### src/design/mvm_pkg.sv
// Shared types and constants for the matrix-vector multiply block.
package mvm_pkg;

    localparam int MAX_ROWS_DEF = 16;
    localparam int MAX_COLS_DEF = 16;

    localparam int VAL_W  = 16;
    localparam int PROD_W = 32;
    localparam int ACC_W  = 40;
    localparam int CFG_W  = 5;
    localparam int IDX_W  = 4;

    localparam logic       FUNC_WEIGHT = 1'b0;
    localparam logic       FUNC_VECTOR = 1'b1;
    localparam logic       CFG_ROWS    = 1'b0;
    localparam logic       CFG_COLS    = 1'b1;
    localparam logic [CFG_W-1:0] CFG_RESET = 5'd16;

    typedef struct packed {
        logic                    func;
        logic [IDX_W-1:0]        row;
        logic [IDX_W-1:0]        col;
        logic signed [VAL_W-1:0] value;
    } t_in_word;

    typedef struct packed {
        logic [IDX_W-1:0]        row_index;
        logic signed [VAL_W-1:0] sum;
        logic                    saturated;
        logic                    last;
    } t_out_word;

    typedef struct packed {
        logic shift;
        logic clear;
    } t_ring_ctl;

endpackage

### src/design/mvm_cell.sv
// One accumulator cell of the rotating row ring.
module mvm_cell (
    input  logic                        i_clk,
    input  logic                        i_rst_n,
    input  mvm_pkg::t_ring_ctl          i_ctl,
    input  logic [mvm_pkg::ACC_W-1:0]   i_d,
    output logic [mvm_pkg::ACC_W-1:0]   o_q
);

    logic [mvm_pkg::ACC_W-1:0] r_acc;

    always_ff @(posedge i_clk) begin
        if (!i_rst_n) begin
            r_acc <= '0;
        end else if (i_ctl.shift) begin
            r_acc <= i_d;
        end
    end

    assign o_q = r_acc;

endmodule

### config.mk
export PLATFORM = sky130hd
export DESIGN_NAME = mvm_cell
export DESIGN_NICKNAME = d
export VERILOG_FILES = /design/src/design/mvm_pkg.sv /design/src/design/mvm_cell.sv
export SDC_FILE = /design/constraint.sdc
export NUM_CORES = 1
export LEC_CHECK = 0
export ABC_AREA = 1
export BUFFER_PORTS_ARGS = -buffer_cell sky130_fd_sc_hd__buf_4
export CAP_MARGIN = 40
export CORE_AREA = 2 2 64 66
export CTS_CLUSTER_SIZE = 40
export DETAILED_ROUTE_END_ITERATION = 8
export DIE_AREA = 0 0 66 68
export PLACE_DENSITY = 0.75
export RECOVER_POWER = 100
export SYNTH_ARGS = -nofsm -noshare
export SYNTH_HDL_FRONTEND = slang
export SYNTH_SLANG_ARGS = --single-unit
### constraint.sdc
create_clock -name i_clk -period 0.8 [get_ports i_clk]
set_input_delay 0.08 -clock i_clk [delete_from_list [all_inputs] [get_ports i_clk]]
set_output_delay 0.08 -clock i_clk [all_outputs]
set_load 0.01 [all_outputs]
; ---- Word-level counts from Yosys, hierarchy flattened
; Index checks and enable logic that the tools add are counted.
[totals]
ff_bits = 40
inputBits = 44
out_inout_bits = 40

; ---- Depth between registers and ports, before layout
[depth]
depth_word = 0
depth_mapped = 5
mapped_depth_nobuf = 4

; ---- Worst setup path before layout
; No wires, ideal clock.
[synth_timing]
kind = input to register
start = in i_ctl[1] in the netlist's numbering
end = reg r_acc (netlist bit o_q[0])
t_arrival_ns = 0.483
required_time_ns = 0.687
slack_ns = 0.204
cell_stages = 4
n_path_buf = 2
cell_sequence = buf_6 buf_4 nor2_1 nor2_1
[synth_rtl]
columns = item, line
row1 = "start, declared", mvm_cell.sv:5  ; input mvm_pkg::t_ring_ctl i_ctl,
row2 = "end signal, assigned", mvm_cell.sv:16  ; r_acc <= i_d;
row3 = "end, declared", mvm_cell.sv:10  ; logic [mvm_pkg::ACC_W-1:0] r_acc;

; ---- Worst setup path after layout
[layout_timing]
start = reg r_acc (netlist bit o_q[16])
end = out o_q[16] in the netlist's numbering
[layout_rtl]
columns = item, line
row1 = "end, declared", mvm_cell.sv:7  ; output logic [mvm_pkg::ACC_W-1:0] o_q
; No word-level cell between the ends.

==> reports/qor_table.md <==
| Quantity | This run |
|:---|:---|
| Result of the run | finished with violations |
| Violations in the final reports | setup timing |
| Worst slew pin tran | 408.3 ps |
| Most instantiated flip-flop cell in the synthesis netlist | dfxtp_1 |
| Largest cells by area after synthesis | dfxtp_1, nand2_1, nor2_1 |
| P_leak | 1.442 nW |
| Synth Instances | 253 |
| Sequential cell fraction of total power | 0.505 |
| DIE AREA | 4488 um2 |
| Category of the worst setup path capture point | output pin |
| Post-synth top cells | nand2_1, nor2_1, dfxtp_1, inv_1, buf_6 |
| Sum of overflow across all layers after global routing | 0 |
| Total internal power | 3.369 mW |
| Max frequency | 1232 MHz |
| Number of maximum-capacitance constraint violations | 0 |
| Pwr/cell area | 1738 nW/um2 |
| Antenna violations before repair | 0 |
| Length of the first detailed-routing pass in iterations | 4 |
| Number of flip-flops in the largest register | 40 |
| Top cell type's share of synthesized area | 0.4830 |
| Arrival time reported for the critical path endpoint | 730 ps |
| Switching fraction of total power | 0.2432 |
| Final wirelength | 3471 um |
| Critical Path Source Type | flip-flop |
| Buffers inserted by post-CTS timing repair | 0 |
| Smallest setup slack after layout | -11.91 ps |
| Clock latency on the worst-skew pair | 280 ps |
| Post-Route Skew | 0 ps |
| Wire per inst | 9.063 um |
| Area growth from synthesis to final layout | 54.49% |
| Final TNS setup | -59.66 ps |
| Synth warnings | 0 |
| Critical path buffer and inverter count | 1 |
| Die X | 66 um |
| Cell Chain, Critical Path | buf_6 |
| Proportion of synthesized flip-flops having asynchronous set or reset | 0 |
| Layout cell share with drive strength beyond 1 | 0.3784 |
| Critical Path Fanout Max | 2 |
| Crit share post-route | 1.015 |
| Largest net degree at the start of global routing | 41 |
| Clock Root Buffer | clkbuf_8 |
| Number of enable-type register cells in the synthesized netlist | 0 |
| Total via count after detailed routing | 1589 |
| Floorplan core area | 3856 um2 |
| Violation count after the first detailed-routing iteration | 83 |
| Mean post-synth cell area | 6.553 um2 |
| Highest ir drop seen on vdd | 1.431 mV |
| Worst Setup Path Type | flip-flop to output pin |
| Number of top-level design ports | 84 |
| Power dissipated by switching net loads | 1.083 mW |
| Row count | 23 |
| Netlist cell types | 7 |
| Min-Delay Path Class | input port to flip-flop |
| Number of setup violations in the final report | 11 |
| Overall power | 4.452 mW |
| Delay contributed by the slowest stage of the critical path | 350 ps |
| Worst slew margin relative to its limit | 0.7278 |
| Number of endpoints with negative hold slack in the final report | 0 |
| Post-route antenna net violation count | 0 |
| Diodes inserted | 0 |
| Netlist Area Pre-Place | 1658 um2 |
| Overall Global Routing Usage | 0.1635 |
| Min Clock Period, post-route | 811.9 ps |
| Worst slack, placed | 79.64 ps |
| Die H | 68 um |
| Top delay family on crit path | flip-flops |
| CTS H-tree depth | 2 |
| Post-Syn Nets | 297 |
| TritonCTS clock tree | done |
| Bufs on Longest Clock Path | 2 |
| Global-route wire length before repair | 5720 um |
| Number of pins with negative max-slew slack in the final report | 0 |
| Placed wire-length estimate after detailed placement | 2284 um |
| # hold bufs at CTS | 0 |
| Net total in the final layout | 376 |
| Vias in the first global route | 1363 |
| Critical path required time | 720 ps |
| Post-synthesis cell type with the largest combined area | dfxtp_1 |
| Clock share of power | 0.297 |
| Initial Util | 0.4299 |
| Final routed DRC violation total | 0 |
| Number of clock buffers inserted by TritonCTS | 5 |
| Post-route worst hold slack | 82.99 ps |
| Ratio of routed vias to standard cells | 4.149 |
| Quantity of gates resized following cts | 80 |
| Combinational share of power | 0.198 |
| Routability congestion estimate | 0.7090 |
| Register area share after synthesis | 0.4830 |
| Number of clock sinks | 40 |
| Clock Pin Slew Worst Setup and Hold Paths | 70 ps |
| Worst-path cell with the longest stage delay | dfxtp_1 |
| Number of synthesized register bits | 40 |
| RSZ-0062 raised after global routing | yes |
| Port Buf Inserts | 82 |
==> metal layers <==
| layer | global-route usage | wire (um) | up-vias |
|---|---|---|---|
| met5 | 0 | 0 | - |
| met4 | 0.06888 | 36 | 0 |
| met2 | 0.2803 | 1648 | 50 |
| li1 | - | - | 864 |
| met1 | 0.1961 | 1545 | 671 |
| met3 | 0.04112 | 240 | 4 |
==> layout by cell type, fill, tap and decap left out <==
master,instances
nor2_1,80
nand2_1,80
buf_4,43
inv_1,40
buf_6,40
dfxtp_2,35
clkbuf_8,6
dfxtp_1,5
clkbuf_1,2
buf_12,2
==> power by group through the flow <==
stage / registers [mW] / logic, mW / clock network (mW)
floorplan: 2.31 / 0.342 / 0
global placement: 2.24 / 0.794 / 0
detailed placement: 2.24 / 0.808 / 0
CTS: 2.25 / 0.890 / 1.38
global route: 2.27 / 0.988 / 1.45
finish: 2.25 / 0.882 / 1.32
==> cell families (layout without fill, tap and decap cells) <==
group | Yosys count | after routing | share of synthesized area
simple gates | 160 | 160 | 0.3623
buf+inv | 53 | 133 | 0.1547
flops | 40 | 40 | 0.4830
==> worst paths after layout <==
kind	from	to	slack, ps	depth (start not counted)
hold reg to reg	o_q[22]	o_q[22]	480	2
setup / recovery	o_q[16]	o_q[16]	-10	1
setup reg to reg	o_q[0]	o_q[0]	220	2
hold / removal	i_d[18]	o_q[18]	80	5
==> cell type report <==
class | instances | area (um2)
fill | 356 | 1295
sequential | 40 | 844.6
timing repair buffer | 85 | 813.3
multi-input combinational | 160 | 600.6
inverter | 40 | 150.1
clock buffer | 8 | 90.09
tap | 50 | 62.56
==> per-stage QoR <==
step                cells  utilization  cell area, um2
floorplan             253            -            1658
global placement      375       0.5905            2277
detailed placement    375       0.5905            2277
CTS                   383       0.6658            2567
global route          383       0.6642            2561
finish                383       0.6642            2561
Note: power is estimated with default switching activity, not from simulation.
