<file path="src/design/mvm_pkg.sv">
// Shared types and constants for the matrix-vector multiply block.
package mvm_pkg;

    localparam int MAX_ROWS_DEF = 16;
    localparam int MAX_COLS_DEF = 16;

    localparam int VAL_W  = 16;
    localparam int PROD_W = 32;
    localparam int ACC_W  = 40;
    localparam int CFG_W  = 5;
    localparam int IDX_W  = 4;

    localparam logic       FUNC_WEIGHT = 1'b0;
    localparam logic       FUNC_VECTOR = 1'b1;
    localparam logic       CFG_ROWS    = 1'b0;
    localparam logic       CFG_COLS    = 1'b1;
    localparam logic [CFG_W-1:0] CFG_RESET = 5'd16;

    typedef struct packed {
        logic                    func;
        logic [IDX_W-1:0]        row;
        logic [IDX_W-1:0]        col;
        logic signed [VAL_W-1:0] value;
    } t_in_word;

    typedef struct packed {
        logic [IDX_W-1:0]        row_index;
        logic signed [VAL_W-1:0] sum;
        logic                    saturated;
        logic                    last;
    } t_out_word;

    typedef struct packed {
        logic shift;
        logic clear;
    } t_ring_ctl;

endpackage

</file>
<file path="src/design/mvm_wram.sv">
// Weight store: single write port, registered read port.
module mvm_wram #(
    parameter int DEPTH = mvm_pkg::MAX_ROWS_DEF * mvm_pkg::MAX_COLS_DEF,
    parameter int AW    = (DEPTH > 1) ? $clog2(DEPTH) : 1
) (
    input  logic                         i_clk,
    input  logic                         i_we,
    input  logic [AW-1:0]                i_waddr,
    input  logic [mvm_pkg::VAL_W-1:0]    i_wdata,
    input  logic [AW-1:0]                i_raddr,
    output logic [mvm_pkg::VAL_W-1:0]    o_rdata
);

    logic [mvm_pkg::VAL_W-1:0] r_mem [DEPTH];

    always_ff @(posedge i_clk) begin
        if (i_we) begin
            r_mem[i_waddr] <= i_wdata;
        end
    end

    always_ff @(posedge i_clk) begin
        o_rdata <= r_mem[i_raddr];
    end

endmodule

</file>
<file path="config.mk">
export PLATFORM = sky130hd
export DESIGN_NAME = mvm_wram
export DESIGN_NICKNAME = d
export VERILOG_FILES = /design/src/design/mvm_pkg.sv /design/src/design/mvm_wram.sv
export SDC_FILE = /design/constraint.sdc
export NUM_CORES = 2
export LEC_CHECK = 0
export ABC_AREA = 0
export CELL_PAD_IN_SITES_DETAIL_PLACEMENT = 0
export CELL_PAD_IN_SITES_GLOBAL_PLACEMENT = 2
export CORE_ASPECT_RATIO = 2
export CORE_MARGIN = 1
export CORE_UTILIZATION = 40
export CTS_BUF_LIST = sky130_fd_sc_hd__clkbuf_8 sky130_fd_sc_hd__clkbuf_16
export DETAILED_ROUTE_END_ITERATION = 12
export DONT_BUFFER_PORTS = 1
export GPL_TIMING_DRIVEN = 0
export PLACE_DENSITY = 0.69
export RECOVER_POWER = 25
export SETUP_SLACK_MARGIN = 0.2
export SYNTH_ARGS = -nofsm -noshare
export SYNTH_HDL_FRONTEND = slang
export SYNTH_SLANG_ARGS = --single-unit
</file>
<file path="constraint.sdc">
create_clock -name i_clk -period 6.45 [get_ports i_clk]
set_input_delay 0 -clock i_clk [delete_from_list [all_inputs] [get_ports i_clk]]
set_output_delay 0 -clock i_clk [all_outputs]
set_load 0.005 [all_outputs]
</file>
======== Word-level counts from Yosys, hierarchy flattened ========
Memory sizes are Yosys's and may differ from the RTL's. A register that Yosys moved wholly into a read port is not among the register bits.
Index checks and enable logic that the tools add are counted.
cells by class
  add/sub/neg operators ................... 0
  multiply operators ...................... 0
  div/mod/pow operators ................... 0
  magnitude comparators ................... 0
  equality and inequality tests ........... 0
  shift operators ......................... 0
  muxes and demuxes ....................... 2
  bitwise logic cells ..................... 0
  reduce and logical (&&, ||, !) cells .... 0
operator list
  operator  count
  $mux W1   2
word-level totals
  bits in registers ....................... 0
  bits in latches ......................... 0
  RAM bits ................................ 4,096
  bits in read-only memories .............. 0
  bits of input ports ..................... 34
  output and inout port bits .............. 16
  logic and storage cells ................. 3
  memories kept ........................... 1
memories
  name   depth  bits a word  read ports  clocked after memory_dff  wr ports  RTL line        RTL
  r_mem  256    16           1           1                         1         mvm_wram.sv:14  logic [mvm_pkg::VAL_W-1:0] r_mem [DEPTH];

======== Longest topological paths before layout ========
  word-level depth ........................ 2
  depth in mapped cells ................... 12
  gate-level depth less buffers ........... 6

======== Least setup slack after synthesis ========
Ideal clock, no wire load.
  kind .................................... input -> register
  start ................................... in i_waddr[3]
  end ..................................... mem r_mem[235][0] (netlist name) (enable)
  library setup time ...................... 0.388 ns
  arrival time ............................ 1.777 ns
  data required time ...................... 6.062 ns
  slack ................................... 4.285 ns
  stages .................................. 6
  buffers on the path ..................... 3
  path through ............................ clkbuf_1 -> nor2b_1 -> clkbuf_1 -> nand4_1 -> clkbuf_1 -> nor2_1
RTL lines
  item                RTL line        RTL
  start: declaration  mvm_wram.sv:8   input logic [AW-1:0] i_waddr,
  end: declaration    mvm_wram.sv:14
Straight into the memory's write port.

======== Worst setup path in the final report ========
  start ................................... in i_wdata[3] (netlist name)
  end ..................................... mem r_mem[61][3] (netlist name), data pin
RTL lines
  item                RTL line       RTL
  start: declaration  mvm_wram.sv:9  input logic [mvm_pkg::VAL_W-1:0] i_wdata,
Straight into the memory's write port.

==> metrics.yaml <==
synth:
  synthSimpleGateAreaFrac_pct: 1.57
  syn-num-nets: 7394
  syn_inst: 7360
  synth_top_flop_cell: "edfxtp_1"
  netlist.area_leader.share_pct: 77.5
  synthMuxAreaShare_pct: 15.5
  yosys_warnings: 0
  ys_types: 52
  async_reset_ff_share_pct: 0
  syn_area_mm2: 0.159
  synth_top_cell_by_area: "edfxtp_1"
  netlist_top_cells_area: "edfxtp_1, mux4_2, mux2i_1"
  synth_compound_area_share_pct: 3.54
  ys_ff_latch: 4112
  ys_seq_area_share_pct: 77.7
  synth_fa_ha_area_share_pct: 0
  synth_top_family_by_area: "multiplexers"
  synth.avg_cell_area_um2: 21.6
  synth_xor_area_share_pct: 0
  synth_common_cells: "edfxtp_1, mux4_2, mux2i_1, nor2_1, o221ai_1"
  synth_edf_count: 4096
  yosysMostFrequentCell: "edfxtp_1"
cts:
  cts_setup_buffers: 0
  postCtsResizedCells: 0
  cts_tree: "done"
  numCtsBuffers: 356
  cts.reportedPaths.clkPinSlew_ns: 0.07
  cts_htree_levels: 5
  cts.sinks: 4112
  cts_buffer_depth: 4
  insertion_delay_ns: 0.96
  cts-root-buf: "clkbuf_16"
min_path:
  whs_path_depth: 2
  hold_class: "in -> reg"
  min_to: "r_mem[210][13]"
  hp-start: "i_waddr[6]"
placed_design:
  place_hpwl_mm: 400
  port_buffers: 0
  globalplace.congestion: 1.05
  place_inst: 12800
  pre_cts_ws_ns: 0.636
  dpl-instance-area_mm2: 0.170
power_and_ir_drop:
  p_sw_mw: 12.6
  p_leak_nw: 57.2
  pwr-share-seq_pct: 53.7
  intPower_mw: 42.4
  peakVddDrop_uv: 252
  switching_share_pct: 22.8
  p_comb_share_pct: 6.3
  powerDensity_mw_per_mm2: 301
  p_clk_share_pct: 40.0
finish:
  final_cell_count_no_fill: 13600
  final_core_util_pct: 46.3
  multi_input_area_mm2: 0.0335
  seqCellArea_mm2: 0.123
  nFillCells: 32600
  syn_to_final_growth_pct: 15.1
  drive_gt1_share_pct: 26.4
  fin_nets: 8049
  final_area_mm2: 0.183
critical_path:
  reg2reg_slack_ns: 2.25
  cp_max_fo: 145
  reg2reg_depth: 7
  r2r_start: "r_mem[137][6]"
  worstSetupPathType: "in -> reg"
  worstSetupStartpointType: "input port"
  crit_required_ns: 6.76
  timing.rr.end: "o_rdata[6]"
  critPathCaptureType: "register"
  cp.arrival_ns: 5.75
route:
  via_per_inst: 6.02
  num_vias: 81700
  route.detailed.drc: 0
  dr.first_iter.drc_count: 9488
  wl_per_cell_um: 42.4
  routed_wl_mm: 576
  antenna_left: 0
  drtPass1Iterations: 9
sta:
  worst_slew_pin_slew_ns: 6.45
  min_period_over_period_pct: 84.3
  fin_skew_ns: 0.0408
  max_freq_mhz: 184
  maxSlewViolCount: 1923
  slew_headroom_pct: -330
  setup_viol: 0
  finalCriticalPeriod_ns: 5.43
  fin_ws_ns: 1.02
  rsz0062_at_grt: "no"
  finalHoldViolCount: 0
floorplan:
  die_h_um: 893
  num_rows: 326
  die_w_um: 447
  dieArea_mm2: 0.399
  start_util_pct: 40.2
  fp.coreArea_mm2: 0.394
  ios: 50
global_route:
  grt_usage_pct: 28.7
  grt_pass1_vias: 84000
  grt_max_degree: 257
  grt_first_pass_wirelength_mm: 756
  antenna_found_initial: 35
  gr-total-overflow: 0
outcome:
  failed_checks: "max-capacitance violations, max-slew violations"
  status: "finished with violations"
flow_run:
  drv_cap: 29
## state kept, by name, indices dropped and copies added, names as in the netlist
register	cells
r_mem	4096
o_rdata	16
## power groups by stage
| stage | Sequential [mW] | Clock, mW | Combinational, mW |
|---|---|---|---|
| 2_1_floorplan | 30.0 | 0 | 1.45 |
| 4_1_cts | 29.5 | 22.2 | 3.41 |
| 6_report | 29.5 | 22.0 | 3.48 |
| 3_3_place_gp | 30.1 | 0 | 2.80 |
| 5_1_grt | 29.5 | 23.0 | 3.48 |
| 3_5_place_dp | 30.1 | 0 | 2.86 |
## worst max-delay path, cell delays in order
cell           delay (ns)
dlygate4sd3_1        0.63
clkbuf_2             2.41
clkbuf_2             2.08
## per-stage QoR
step	setup TNS (ns)	power (mW)	hold WS [ns]
finish	0	55.0	0.0846
global route	0	56.0	0.0640
CTS	0	55.1	0.00137
detailed placement	0	32.9	0.132
global placement	-3.05	32.9	0.136
floorplan	0	31.5	0.0989
## placed cells by master (no fill, tap or decap), types with 32 or more instances in the layout
master	n
bufinv_16	42
edfxtp_1	4096
nor2_1	48
nand2_1	38
buf_8	166
mux2_2	88
a22oi_1	43
o21ai_0	35
clkinv_1	60
clkbuf_16	363
mux4_2	797
nor3_1	90
o221ai_1	251
mux2i_1	565
buf_12	36
clkinv_2	63
buf_2	80
buf_16	50
a21oi_1	174
a22o_1	32
inv_1	67
buf_6	86
o22ai_1	147
clkbuf_2	55
nand3_1	35
clkbuf_1	193
nor2_2	232
## worst max-delay path by stage
stage,start,to,slack (ns),depth (start not counted)
after floorplan,i_waddr[3],r_mem[235][0],4.29,6
after global placement,i_raddr[4],o_rdata[7],-0.57,8
after detailed placement,i_raddr[1],o_rdata[11],0.64,10
after CTS,i_raddr[1],o_rdata[11],1.64,10
after global routing,i_wdata[3],r_mem[56][3],0.90,3
final,i_wdata[3],r_mem[61][3],1.02,3
## per-layer routing
metal  up-vias  part of all wire (%)  GRT usage, %  wire [um]
met4         8                    14          31.5      78100
li1      32600                     -             -          -
met2      3910                    51          50.2     296000
met3      1511                   5.8          4.36      33600
met5         -                0.0083             0         48
met1     43700                    29          27.1     168000
## cell families (layout without fill, tap and decap cells)
| group | count (synthesis) | in the layout |
|---|---|---|
| flops | 4112 | 4112 |
| mux | 1450 | 1450 |
| compound gates | 786 | 786 |
| simple gates | 556 | 556 |
| buf+inv | 456 | 1397 |
| other cells | 0 | 24 |
## cell type report
cell class              instances  share of cell area (%)
inverters                       4                 0.00822
multi-input cells            2792                    18.4
plain buffers                 452                    1.50
repair buffers                297                    2.65
clock buffers                 362                    4.96
diodes                         24                  0.0329
clock inverters               282                    1.40
well taps                    5248                    3.59
flip-flops and latches       4112                    67.5
## repair_timing
action | CTS | global route
setup endpoints to repair | 0 | 0
endpoints found under the hold margin | 4818 | 0
hold buffers | 43 | 0
Note: power is estimated with default switching activity, not from simulation.
